<file path="src/sv/defp_pkg.sv">
// Shared types, codes and constants of the display event frame parser.
package defp_pkg;

  // Fixed field widths
  localparam int BYTE_W      = 8;
  localparam int STATUS_W    = 3;
  localparam int COORD_W     = 16;
  localparam int SLOT_W      = 17;
  localparam int SLOT_REGS   = 4;
  localparam int CFG_IDX_W   = 2;
  localparam int HEAD_LEN    = 5;
  localparam int HEAD_IDX_W  = 3;
  localparam int RUN_W       = 2;

  // Parameter defaults
  localparam int DEF_MAX_FRAME_BYTES = 255;
  localparam int DEF_TOUCH_SLOTS     = 4;

  // Link byte codes
  localparam logic [BYTE_W-1:0] FILL_BYTE = 8'hFF;
  localparam logic [BYTE_W-1:0] EV_TOUCH  = 8'h65;
  localparam logic [BYTE_W-1:0] EV_COORD  = 8'h67;
  localparam logic [BYTE_W-1:0] EV_COORD2 = 8'h68;
  localparam logic [BYTE_W-1:0] EV_K66    = 8'h66;
  localparam logic [BYTE_W-1:0] EV_K70    = 8'h70;
  localparam logic [BYTE_W-1:0] EV_K71    = 8'h71;
  localparam logic [BYTE_W-1:0] EV_K86    = 8'h86;
  localparam logic [BYTE_W-1:0] EV_K87    = 8'h87;
  localparam logic [BYTE_W-1:0] EV_K88    = 8'h88;
  localparam logic [BYTE_W-1:0] EV_K89    = 8'h89;
  localparam logic [BYTE_W-1:0] EV_KFD    = 8'hFD;
  localparam logic [BYTE_W-1:0] EV_KFE    = 8'hFE;

  // Frame lengths expected for decoded events
  localparam logic [BYTE_W-1:0] TOUCH_LEN = 8'd3;
  localparam logic [BYTE_W-1:0] COORD_LEN = 8'd5;
  localparam logic [BYTE_W-1:0] TERM_LEN  = 8'd3;
  localparam logic [RUN_W-1:0]  RUN_END   = 2'd3;

  // Result status codes
  localparam logic [STATUS_W-1:0] ST_TOUCH    = 3'd0;
  localparam logic [STATUS_W-1:0] ST_COORD    = 3'd1;
  localparam logic [STATUS_W-1:0] ST_KNOWN    = 3'd2;
  localparam logic [STATUS_W-1:0] ST_UNKNOWN  = 3'd3;
  localparam logic [STATUS_W-1:0] ST_BAD_LEN  = 3'd4;
  localparam logic [STATUS_W-1:0] ST_OVERFLOW = 3'd5;

  typedef struct packed {
    logic [STATUS_W-1:0]  status;
    logic [BYTE_W-1:0]    event_code;
    logic [BYTE_W-1:0]    frame_length;
    logic [BYTE_W-1:0]    touch_page;
    logic [BYTE_W-1:0]    touch_component;
    logic                 pressed;
    logic [COORD_W-1:0]   coord_x;
    logic [COORD_W-1:0]   coord_y;
    logic [SLOT_REGS-1:0] slot_match;
  } result_t;

endpackage

</file>
<file path="src/sv/defp_slot_match.sv">
// Touch slot registers and the parallel page/component compare.
module defp_slot_match import defp_pkg::*; #(
  parameter int TOUCH_SLOTS = DEF_TOUCH_SLOTS
) (
  input  logic                 clk,
  input  logic                 rst_n,
  input  logic                 cfg_we,
  input  logic [CFG_IDX_W-1:0] cfg_index,
  input  logic [SLOT_W-1:0]    cfg_wdata,
  input  logic [BYTE_W-1:0]    page,
  input  logic [BYTE_W-1:0]    component,
  output logic [SLOT_REGS-1:0] match
);

  for (genvar i = 0; i < SLOT_REGS; i++) begin : g_slot
    if (i < TOUCH_SLOTS) begin : g_reg
      logic [SLOT_W-1:0] slot_r;

      // Load the slot on a write to its index
      always_ff @(posedge clk) begin
        if (!rst_n) begin
          slot_r <= '0;
        end else if (cfg_we && (cfg_index == CFG_IDX_W'(i))) begin
          slot_r <= cfg_wdata;
        end
      end

      // Match when enabled and both ids agree
      assign match[i] = slot_r[SLOT_W-1] &&
                        (slot_r[2*BYTE_W-1:BYTE_W] == page) &&
                        (slot_r[BYTE_W-1:0] == component);
    end else begin : g_none
      assign match[i] = 1'b0;
    end
  end

endmodule

</file>
<file path="src/sv/defp_parser.sv">
// Frame state tracking and end-of-frame decode for one byte per cycle while accept is high.
module defp_parser import defp_pkg::*; #(
  parameter int MAX_FRAME_BYTES = DEF_MAX_FRAME_BYTES
) (
  input  logic                 clk,
  input  logic                 rst_n,
  input  logic                 accept,
  input  logic [BYTE_W-1:0]    rx_byte,
  input  logic [SLOT_REGS-1:0] slot_match,
  output logic [BYTE_W-1:0]    head_page,
  output logic [BYTE_W-1:0]    head_component,
  output logic                 res_valid,
  output result_t              res
);

  localparam logic [BYTE_W-1:0] MAX_BYTES = BYTE_W'(MAX_FRAME_BYTES);

  logic              collecting_r, collecting_nxt;
  logic [BYTE_W-1:0] held_event_r, held_event_nxt;
  logic [BYTE_W-1:0] byte_count_r, byte_count_nxt;
  logic [RUN_W-1:0]  ff_run_r, ff_run_nxt;
  logic [BYTE_W-1:0] head_r [HEAD_LEN];

  logic              is_fill;
  logic              head_we;
  logic [BYTE_W-1:0] count_inc;
  logic [RUN_W-1:0]  run_inc;
  logic [BYTE_W-1:0] frame_len;
  logic              other_known;

  assign is_fill     = (rx_byte == FILL_BYTE);
  assign count_inc   = byte_count_r + 8'd1;
  assign run_inc     = is_fill ? ff_run_r + 2'd1 : '0;
  assign frame_len   = count_inc - TERM_LEN;
  assign head_we     = accept && collecting_r && (byte_count_r < BYTE_W'(HEAD_LEN));
  assign other_known = held_event_r inside {EV_K66, EV_K70, EV_K71, EV_K86, EV_K87,
                                            EV_K88, EV_K89, EV_KFD, EV_KFE};

  assign head_page      = head_r[0];
  assign head_component = head_r[1];

  // Advance the frame state and build the result for a terminating byte or an overlong frame
  always_comb begin
    collecting_nxt = collecting_r;
    held_event_nxt = held_event_r;
    byte_count_nxt = byte_count_r;
    ff_run_nxt     = ff_run_r;
    res_valid      = 1'b0;
    res            = '0;

    if (accept) begin
      if (!collecting_r) begin
        // Drop filler; any other byte opens a frame
        if (!is_fill) begin
          collecting_nxt = 1'b1;
          held_event_nxt = rx_byte;
          byte_count_nxt = '0;
          ff_run_nxt     = '0;
        end
      end else begin
        res.event_code = held_event_r;
        byte_count_nxt = count_inc;
        ff_run_nxt     = run_inc;
        if (run_inc == RUN_END) begin
          collecting_nxt   = 1'b0;
          ff_run_nxt       = '0;
          res_valid        = 1'b1;
          res.frame_length = frame_len;
          if (held_event_r == EV_TOUCH) begin
            if (frame_len != TOUCH_LEN) begin
              res.status = ST_BAD_LEN;
            end else begin
              res.status          = ST_TOUCH;
              res.touch_page      = head_r[0];
              res.touch_component = head_r[1];
              res.pressed         = (head_r[2] != '0);
              res.slot_match      = slot_match;
            end
          end else if (held_event_r == EV_COORD || held_event_r == EV_COORD2) begin
            if (frame_len != COORD_LEN) begin
              res.status = ST_BAD_LEN;
            end else begin
              res.status  = ST_COORD;
              res.coord_x = {head_r[0], head_r[1]};
              res.coord_y = {head_r[2], head_r[3]};
              res.pressed = (head_r[4] != '0);
            end
          end else if (other_known) begin
            res.status = ST_KNOWN;
          end else begin
            res.status = ST_UNKNOWN;
          end
        end else if (count_inc >= MAX_BYTES) begin
          // Too long without a terminator
          collecting_nxt   = 1'b0;
          ff_run_nxt       = '0;
          res_valid        = 1'b1;
          res.status       = ST_OVERFLOW;
          res.frame_length = MAX_BYTES;
        end
      end
    end
  end

  // Hold the frame state
  always_ff @(posedge clk) begin
    if (!rst_n) begin
      collecting_r <= 1'b0;
      held_event_r <= '0;
      byte_count_r <= '0;
      ff_run_r     <= '0;
    end else begin
      collecting_r <= collecting_nxt;
      held_event_r <= held_event_nxt;
      byte_count_r <= byte_count_nxt;
      ff_run_r     <= ff_run_nxt;
    end
  end

  // Capture the first data bytes of the frame
  always_ff @(posedge clk) begin
    if (head_we) begin
      head_r[byte_count_r[HEAD_IDX_W-1:0]] <= rx_byte;
    end
  end

endmodule

</file>
<file path="src/sv/defp_out_buf.sv">
// Result register with a skid entry so input keeps flowing under stall until the skid entry fills.
module defp_out_buf import defp_pkg::*; (
  input  logic    clk,
  input  logic    rst_n,
  input  logic    push,
  input  result_t push_data,
  output logic    full,
  output logic    out_valid,
  input  logic    out_stall,
  output result_t out_data
);

  logic    out_v_r;
  logic    skid_v_r;
  result_t out_d_r;
  result_t skid_d_r;
  logic    pop;

  assign pop       = out_v_r && !out_stall;
  assign full      = skid_v_r;
  assign out_valid = out_v_r;
  assign out_data  = out_d_r;

  // Track occupancy of the two entries
  always_ff @(posedge clk) begin
    if (!rst_n) begin
      out_v_r  <= 1'b0;
      skid_v_r <= 1'b0;
    end else if (skid_v_r) begin
      if (pop) begin
        skid_v_r <= 1'b0;
      end
    end else if (push) begin
      if (out_v_r && !pop) begin
        skid_v_r <= 1'b1;
      end else begin
        out_v_r <= 1'b1;
      end
    end else if (pop) begin
      out_v_r <= 1'b0;
    end
  end

  // Move payload: skid drains first, else a new result lands where free
  always_ff @(posedge clk) begin
    if (skid_v_r) begin
      if (pop) begin
        out_d_r <= skid_d_r;
      end
    end else if (push) begin
      if (out_v_r && !pop) begin
        skid_d_r <= push_data;
      end else begin
        out_d_r <= push_data;
      end
    end
  end

endmodule

</file>
<file path="src/sv/display_event_frame_parser_core.sv">
// Top level of the display event frame parser.
//
// Usage: bytes from the display link enter on in_rx_byte with in_valid; a byte
// transfers at a clock edge with in_valid high and in_stall low. Idle filler
// 0xFF is dropped, the next byte is the event code, and data bytes follow
// until three 0xFF in a row or until MAX_FRAME_BYTES bytes end the frame.
// At most one result transfers per byte on the out_ channel (out_valid high,
// out_stall low): status, event code, length, touch or coordinate fields and
// the mask of matching touch slots written through the cfg_ port.
// Throughput: one byte per cycle while in_stall is low; the decode sits
// between the frame state registers and the result register. Latency: the
// result of a terminating byte shows on out_valid in the cycle after that
// byte transfers when the result register is free, otherwise right after
// the result ahead of it transfers.
// Stall: a result register plus one skid entry absorb results while out_stall
// is high; in_stall rises only once both are full, and drops as it drains.
// Reset (rst_n low, synchronous) returns the parser to idle, empties the
// result buffer and clears all touch slots. Write slots only while idle.
module display_event_frame_parser_core import defp_pkg::*; #(
  parameter int MAX_FRAME_BYTES = DEF_MAX_FRAME_BYTES,
  parameter int TOUCH_SLOTS     = DEF_TOUCH_SLOTS
) (
  input  logic                 clk,
  input  logic                 rst_n,
  input  logic                 cfg_we,
  input  logic [CFG_IDX_W-1:0] cfg_index,
  input  logic [SLOT_W-1:0]    cfg_wdata,
  input  logic                 in_valid,
  output logic                 in_stall,
  input  logic [BYTE_W-1:0]    in_rx_byte,
  output logic                 out_valid,
  input  logic                 out_stall,
  output logic [STATUS_W-1:0]  out_status,
  output logic [BYTE_W-1:0]    out_event_code,
  output logic [BYTE_W-1:0]    out_frame_length,
  output logic [BYTE_W-1:0]    out_touch_page,
  output logic [BYTE_W-1:0]    out_touch_component,
  output logic                 out_pressed,
  output logic [COORD_W-1:0]   out_coord_x,
  output logic [COORD_W-1:0]   out_coord_y,
  output logic [SLOT_REGS-1:0] out_slot_match
);

  logic                 accept;
  logic                 buf_full;
  logic [BYTE_W-1:0]    head_page;
  logic [BYTE_W-1:0]    head_component;
  logic [SLOT_REGS-1:0] slot_match;
  logic                 res_valid;
  result_t              res;
  result_t              out_data;

  assign in_stall = buf_full;
  assign accept   = in_valid && !buf_full;

  defp_slot_match #(
    .TOUCH_SLOTS (TOUCH_SLOTS)
  ) u_slots (
    .clk       (clk),
    .rst_n     (rst_n),
    .cfg_we    (cfg_we),
    .cfg_index (cfg_index),
    .cfg_wdata (cfg_wdata),
    .page      (head_page),
    .component (head_component),
    .match     (slot_match)
  );

  defp_parser #(
    .MAX_FRAME_BYTES (MAX_FRAME_BYTES)
  ) u_parser (
    .clk            (clk),
    .rst_n          (rst_n),
    .accept         (accept),
    .rx_byte        (in_rx_byte),
    .slot_match     (slot_match),
    .head_page      (head_page),
    .head_component (head_component),
    .res_valid      (res_valid),
    .res            (res)
  );

  defp_out_buf u_out (
    .clk       (clk),
    .rst_n     (rst_n),
    .push      (res_valid),
    .push_data (res),
    .full      (buf_full),
    .out_valid (out_valid),
    .out_stall (out_stall),
    .out_data  (out_data)
  );

  // Split the result onto its ports
  assign out_status          = out_data.status;
  assign out_event_code      = out_data.event_code;
  assign out_frame_length    = out_data.frame_length;
  assign out_touch_page      = out_data.touch_page;
  assign out_touch_component = out_data.touch_component;
  assign out_pressed         = out_data.pressed;
  assign out_coord_x         = out_data.coord_x;
  assign out_coord_y         = out_data.coord_y;
  assign out_slot_match      = out_data.slot_match;

endmodule
</file>
<file path="config.mk">
export PLATFORM = sky130hd
export DESIGN_NAME = display_event_frame_parser_core
export DESIGN_NICKNAME = d
export VERILOG_FILES = /design/src/sv/defp_pkg.sv /design/src/sv/defp_slot_match.sv /design/src/sv/defp_parser.sv /design/src/sv/defp_out_buf.sv /design/src/sv/display_event_frame_parser_core.sv
export SDC_FILE = /design/constraint.sdc
export NUM_CORES = 1
export LEC_CHECK = 0
export BUFFER_PORTS_ARGS = -buffer_cell sky130_fd_sc_hd__buf_2
export CAP_MARGIN = 40
export CELL_PAD_IN_SITES_DETAIL_PLACEMENT = 0
export CELL_PAD_IN_SITES_GLOBAL_PLACEMENT = 1
export CORE_MARGIN = 3
export CORE_UTILIZATION = 41
export DETAILED_ROUTE_END_ITERATION = 6
export PLACE_DENSITY_LB_ADDON = 0.15
export SLEW_MARGIN = 5
export SYNTH_ARGS = -nofsm -noshare
export SYNTH_HDL_FRONTEND = slang
export SYNTH_SLANG_ARGS = --single-unit
export TNS_END_PERCENT = 100
</file>
<file path="constraint.sdc">
create_clock -name clk -period 5.8 [get_ports clk]
set_clock_uncertainty 0.1 [all_clocks]
set_input_delay 0.58 -clock clk [delete_from_list [all_inputs] [get_ports clk]]
set_output_delay 0.58 -clock clk [all_outputs]
set_load 0.05 [all_outputs]
</file>
* Word level (Yosys, flattened, before mapping)
Memory sizes are Yosys's and may differ from the RTL's. Cells that the tools add are included.
Word-level totals: register bits 233, memory bits (writable) 40, bits of input ports 32, output and inout bits 74, word-level logic and storage cells 148, memories kept 1
Operators by class: add/sub/neg operators 3, $lt $le $gt $ge 2, equal/unequal tests 31, multiplexer cells 48, bitwise operators 3, reduce and logical (&&, ||, !) cells 32
Memory list:
- u_parser.head_r | depth 5, bits a word 8, read ports 5, clocked after memory_dff 0, write ports 1, line defp_parser.sv:22 | logic [BYTE_W-1:0] head_r [HEAD_LEN];
Operator list (number):
- $mux 72 | 6
- $mux 33 | 2
- $eq 8x8->1 | 8
- $eq 8x8->1 const B | 7
- $mux 53 | 1
- $eq 8x7->1 const B | 6
- $mux 32 | 1
- $mux 8 | 4
- $mux 1 | 19
- $mux 3 | 6
- $logic_and 1x1->1 | 17
- $mux 17 | 1
- $mux 16 | 1
- $reduce_bool 8->1 | 2
- $reduce_and 3->1 | 4
- $mux 2 | 5
- $reduce_bool 9->1 | 1
- $add 8x1->8 const B | 1
- $ge 8x8->1 const B | 1
- $lt 8x3->1 const B | 1
- $mux 4 | 2
- $ne 8x2->1 const B | 1
- $ne 8x3->1 const B | 1
- $sub 8x2->8 const B | 1
- 11 further kinds | 20

* Depth between registers and ports, before layout
depth after elaboration 12, gate-level depth with buffers 12, mapped depth without buffers 9

* By module
From an unflattened synthesis, not the netlist that was laid out.
Unflattened totals: cell total of the unflattened synthesis 1013, area total of the unflattened synthesis 12069.1 µm²
Modules (own cells, without submodules):
- defp_out_buf | times used 1, cells an instance 237, area each 5297.6 µm², sequential area each 4364.2 µm²
- defp_parser | times used 1, cells an instance 374, area each 3427.0 µm², sequential area each 1581.5 µm²
- defp_slot_match | times used 1, cells an instance 401, area each 3330.7 µm², sequential area each 1361.3 µm²
- display_event_frame_parser_core | times used 1, cells an instance 1, area each 13.8 µm², sequential area each 0.0 µm²

* Least setup slack after synthesis
No wires, ideal clock.
kind register to register, from register u_parser.byte_count_r[1], to register u_out.out_d_r, in the netlist u_out.out_data[0] (enable), setup time 0.526 ns, arrival 5.270 ns, required time 5.174 ns, slack -0.095 ns, cell stages (with the launch flop) 9, buffers on the path 1, clock period less this slack 5.895 ns, cells stage by stage dfxtp_1 -> ha_1 -> buf_2 -> and2_4 -> xnor2_1 -> o41a_1 -> nor2_1 -> a21oi_1 -> a21oi_1
On the way: longest elaborated chain between the ends 8
Ends and longest elaborated chain:
- start: declaration | line defp_parser.sv:20 | logic [BYTE_W-1:0] byte_count_r, byte_count_nxt;
- start signal: assignment | line defp_parser.sv:115 | byte_count_r <= byte_count_nxt;
- $add 8x1->8 | line defp_parser.sv:32 | assign count_inc = byte_count_r + 8'd1;
- $ge 8x8->1 | line defp_parser.sv:93 | end else if (count_inc >= MAX_BYTES) begin
- $mux 1 | line defp_parser.sv:93
- $mux 1 | line defp_parser.sv:64 | if (run_inc == RUN_END) begin
- $mux 1 | line defp_parser.sv:52 | if (!collecting_r) begin
- $mux 1 | line defp_parser.sv:51 | if (accept) begin
- $reduce_bool 2->1 (no source line)
- $reduce_and 3->1 (no source line)
- end signal: assignment | line defp_out_buf.sv:48 | out_d_r <= skid_d_r;
- end signal: assignment | line defp_out_buf.sv:54 | out_d_r <= push_data;
- end: declaration | line defp_out_buf.sv:15 | result_t out_d_r;
Every way passes these cells. A chain may end at the register's enable or synchronous reset.

* Worst setup path after layout
from register u_parser.byte_count_r[0], to register u_out.skid_d_r[46] in the netlist's numbering (enable)
On the way: longest elaborated chain between the ends 7
Ends and longest elaborated chain:
- $add 8x1->8 | line defp_parser.sv:32
- $ge 8x8->1 | line defp_parser.sv:93
- $mux 1 | line defp_parser.sv:93
- $mux 1 | line defp_parser.sv:64
- $mux 1 | line defp_parser.sv:52
- $mux 1 | line defp_parser.sv:51
- $reduce_and 3->1 (no source line)
- end signal: assignment | line defp_out_buf.sv:52 | skid_d_r <= push_data;
- end: declaration | line defp_out_buf.sv:16 | result_t skid_d_r;
Every way passes these cells.

==> results.toml <==
[drt]
ant_nets = 0
vias = 7376
routed_wl_um = 26700
drc = 0
wl_per_cell_um = 18.1
drt_iter0_drc = 429
viasPerCell = 5.01
firstDrtPassIters = 5

[clocking]
cts_tree = "built"
cts_max_path_buffers = 3
clock_latency_ns = 0.54
cts_setup_buffers = 0
hold_buffers = 0
path_clk_slew_ns = 0.06
root_buffer = "clkbuf_16"
ctsResizeCount = 0
cts.sinks = 273
cts_buffers = 30
h-tree-depth = 1

[worst_setup_path]
endpoint_kind = "flip-flop"
critPathMaxFanout = 32
critical_path_class = "flip-flop to flip-flop"
crit_required_ns = 5.93
crit_arrival_ns = 3.72
worstSetupStartpointType = "flip-flop"
reg2reg_slack_ns = 2.21

[layout]
multi_input_area_um2 = 4100
stdcell_area_um2 = 13700
fin_nets = 1108
area_growth_pct = 17.1
seqCellArea_um2 = 7310
diodes = 0
n_fill_cell = 2563
final_util_pct = 49.0
drive_gt1_share_pct = 17.1

[global_routing]
grt_usage_pct = 17.3
grt_overflow = 0
grt_antenna_before_repair = 0
grt_max_degree = 90
grt_pass1_wl_um = 42200
grt_pass1_vias = 7258

[power_and_ir_drop]
clock_power_share_pct = 49.4
switching_power_mw = 0.872
vdd_ir_drop_max_mv = 0.257
p_seq_share_pct = 47.5
power_density_nw_per_um2 = 323
switching_share_pct = 19.6
cellLeakagePower_nw = 5.02
power_frac_comb_pct = 3.1
intPower_mw = 3.57

[sta]
hold_viol_final = 0
worst_slack_ns = 2.21
tightestPinTransition_ns = 0.831
totalNegativeSetupSlack_ns = 0
period_needed_ns = 3.59
slew_headroom_pct = 44.6
fin_crit_sh_pct = 61.9
final-setup-viol-count = 0
grt_setup_unrepaired = "no"
fmaxAchievable_mhz = 279
slew_violations = 0

[floorplan]
die_y_um = 175
start_util_pct = 41.9
num_io_pins = 106
coreArea_um2 = 28000
rows = 61
fp.dieArea_um2 = 30700
die_x_um = 175

[synth]
ys_seq_area_share_pct = 62.3
synth_area_um2 = 11700
synth-edff-count = 184
yosysUniqueCellTypes = 59
ys_warn_count = 0
syn_area_per_cell_um2 = 11.9
ys.flop_type = "edfxtp_1"
synth_seq_cells = 273
synthCells = 989
synth_async_sr_flop_share_pct = 0
syn_nets = 1026

[flow_run]
max_cap_viol_count = 0

[run_status]
outcome = "completed"

[place]
dp_slack_ns = 2.24
dpl_cell_area_um2 = 12600
gp_congestion = 0.774
dp_hpwl_um = 17500
io_buffers = 105

[min_path]
hp-class = "primary input to flip-flop"
-- cells by family after synthesis --
| family | Yosys count | synth area share (%) |
|---|---|---|
| buffers and inverters | 74 | 2.89 |
| AOI/OAI and AO/OA | 190 | 12.2 |
| and+or+nand+nor | 359 | 15.3 |
| muxes | 8 | 0.683 |
| xor gates and xnor gates | 80 | 6.15 |
| adders and majority gates | 5 | 0.533 |
| DFF | 273 | 62.3 |
-- power by group through the flow --
stage / Sequential (mW) / Combinational [mW] / Clock (mW)
global placement: 2.15 / 0.139 / 0
global route: 2.11 / 0.156 / 2.33
CTS: 2.11 / 0.141 / 2.24
finish: 2.11 / 0.139 / 2.19
floorplan: 2.13 / 0.0952 / 0
detailed placement: 2.15 / 0.140 / 0
-- final timing paths --
check,startpoint,end,cells past startpoint
max,u_parser.byte_count_r[0],u_out.skid_d_r[46],8
min,cfg_wdata[8],u_slots.g_slot[0].g_reg.slot_r[8],3
max reg2reg,u_parser.byte_count_r[0],u_out.skid_d_r[46],8
min reg2reg,u_slots.g_slot[1].g_reg.slot_r[16],u_slots.g_slot[1].g_reg.slot_r[16],2
-- placed cells by master, fill, tap and decap left out, drive strengths merged, types with 8 or more instances in the layout --
master / instances
edfxtp: 184
nand2: 162
buf: 118
dfxtp: 89
xnor2: 72
a21boi: 69
and2: 65
a22o: 48
clkbuf: 41
nor2: 33
o21ai: 20
a21o: 18
nand4: 18
a21oi: 17
nand3: 15
nor2b: 14
nor4: 9
bufinv: 9
mux2i: 8
-- registers in the layout, indices dropped and copies added (netlist names) --
signal / count
u_out.skid_d_r: 72
u_slots.g_slot.g_reg.slot_r: 68
u_out.out_valid: 1
u_parser.ff_run_r: 2
u_parser.held_event_r: 8
u_parser.head_r: 40
u_parser.byte_count_r: 8
u_out.full: 1
u_parser.collecting_r: 1
u_out.out_data: 72
-- Yosys cell counts, types with 5 or more instances --
library cell	number	share of area [%]
inv_1	5	0.16
a21oi_1	13	0.55
nand3_1	15	0.64
a22o_1	48	3.6
nor2_1	31	0.99
buf_2	7	0.30
edfxtp_1	184	47
nor4_1	9	0.48
ha_1	5	0.53
a21boi_0	68	4.4
nor3_1	7	0.30
nand2_1	162	5.2
a21o_1	18	1.2
xnor2_1	72	5.4
o21ai_1	5	0.21
xor2_1	6	0.45
nand4_1	17	0.91
clkbuf_1	51	1.6
and2_1	64	3.4
buf_4	6	0.38
nor2b_1	14	0.75
o21ai_0	14	0.60
nand2b_1	6	0.32
dfxtp_1	89	15
mux2i_1	8	0.68
and3_1	6	0.32
-- per-stage QoR --
stage	cells	power [mW]	hold slack, ns
finish	1473	4.44	0.217
global route	1473	4.60	0.212
CTS	1473	4.49	0.196
detailed placement	1417	2.29	0.361
global placement	1411	2.29	0.355
floorplan	989	2.23	0.344
-- per-layer routing --
layer / wire length (um) / global-route usage [%]
met1: 12800 / 25.3
met2: 12500 / 28.1
met3: 1040 / 2.33
met4: 325 / 3.26
met5: 0 / 0
-- area by class of cell --
class,count,area share [%]
timing repair buffer,118,4.81
clock buffer,41,6.22
multi-input combinational,642,29.9
inverter,6,0.164
tap,378,3.44
sequential,273,53.2
clock inverter,15,2.27
-- worst max-delay path, stage by stage (launching register included) --
cell	delay [ns]
dfxtp_1	0.61
ha_1	0.48
and2_4	0.24
xnor2_1	0.14
o41a_1	0.50
nor2_1	0.22
and3_2	0.45
buf_12	0.25
buf_4	0.27
No activity file was read; power rests on OpenSTA's default activity.
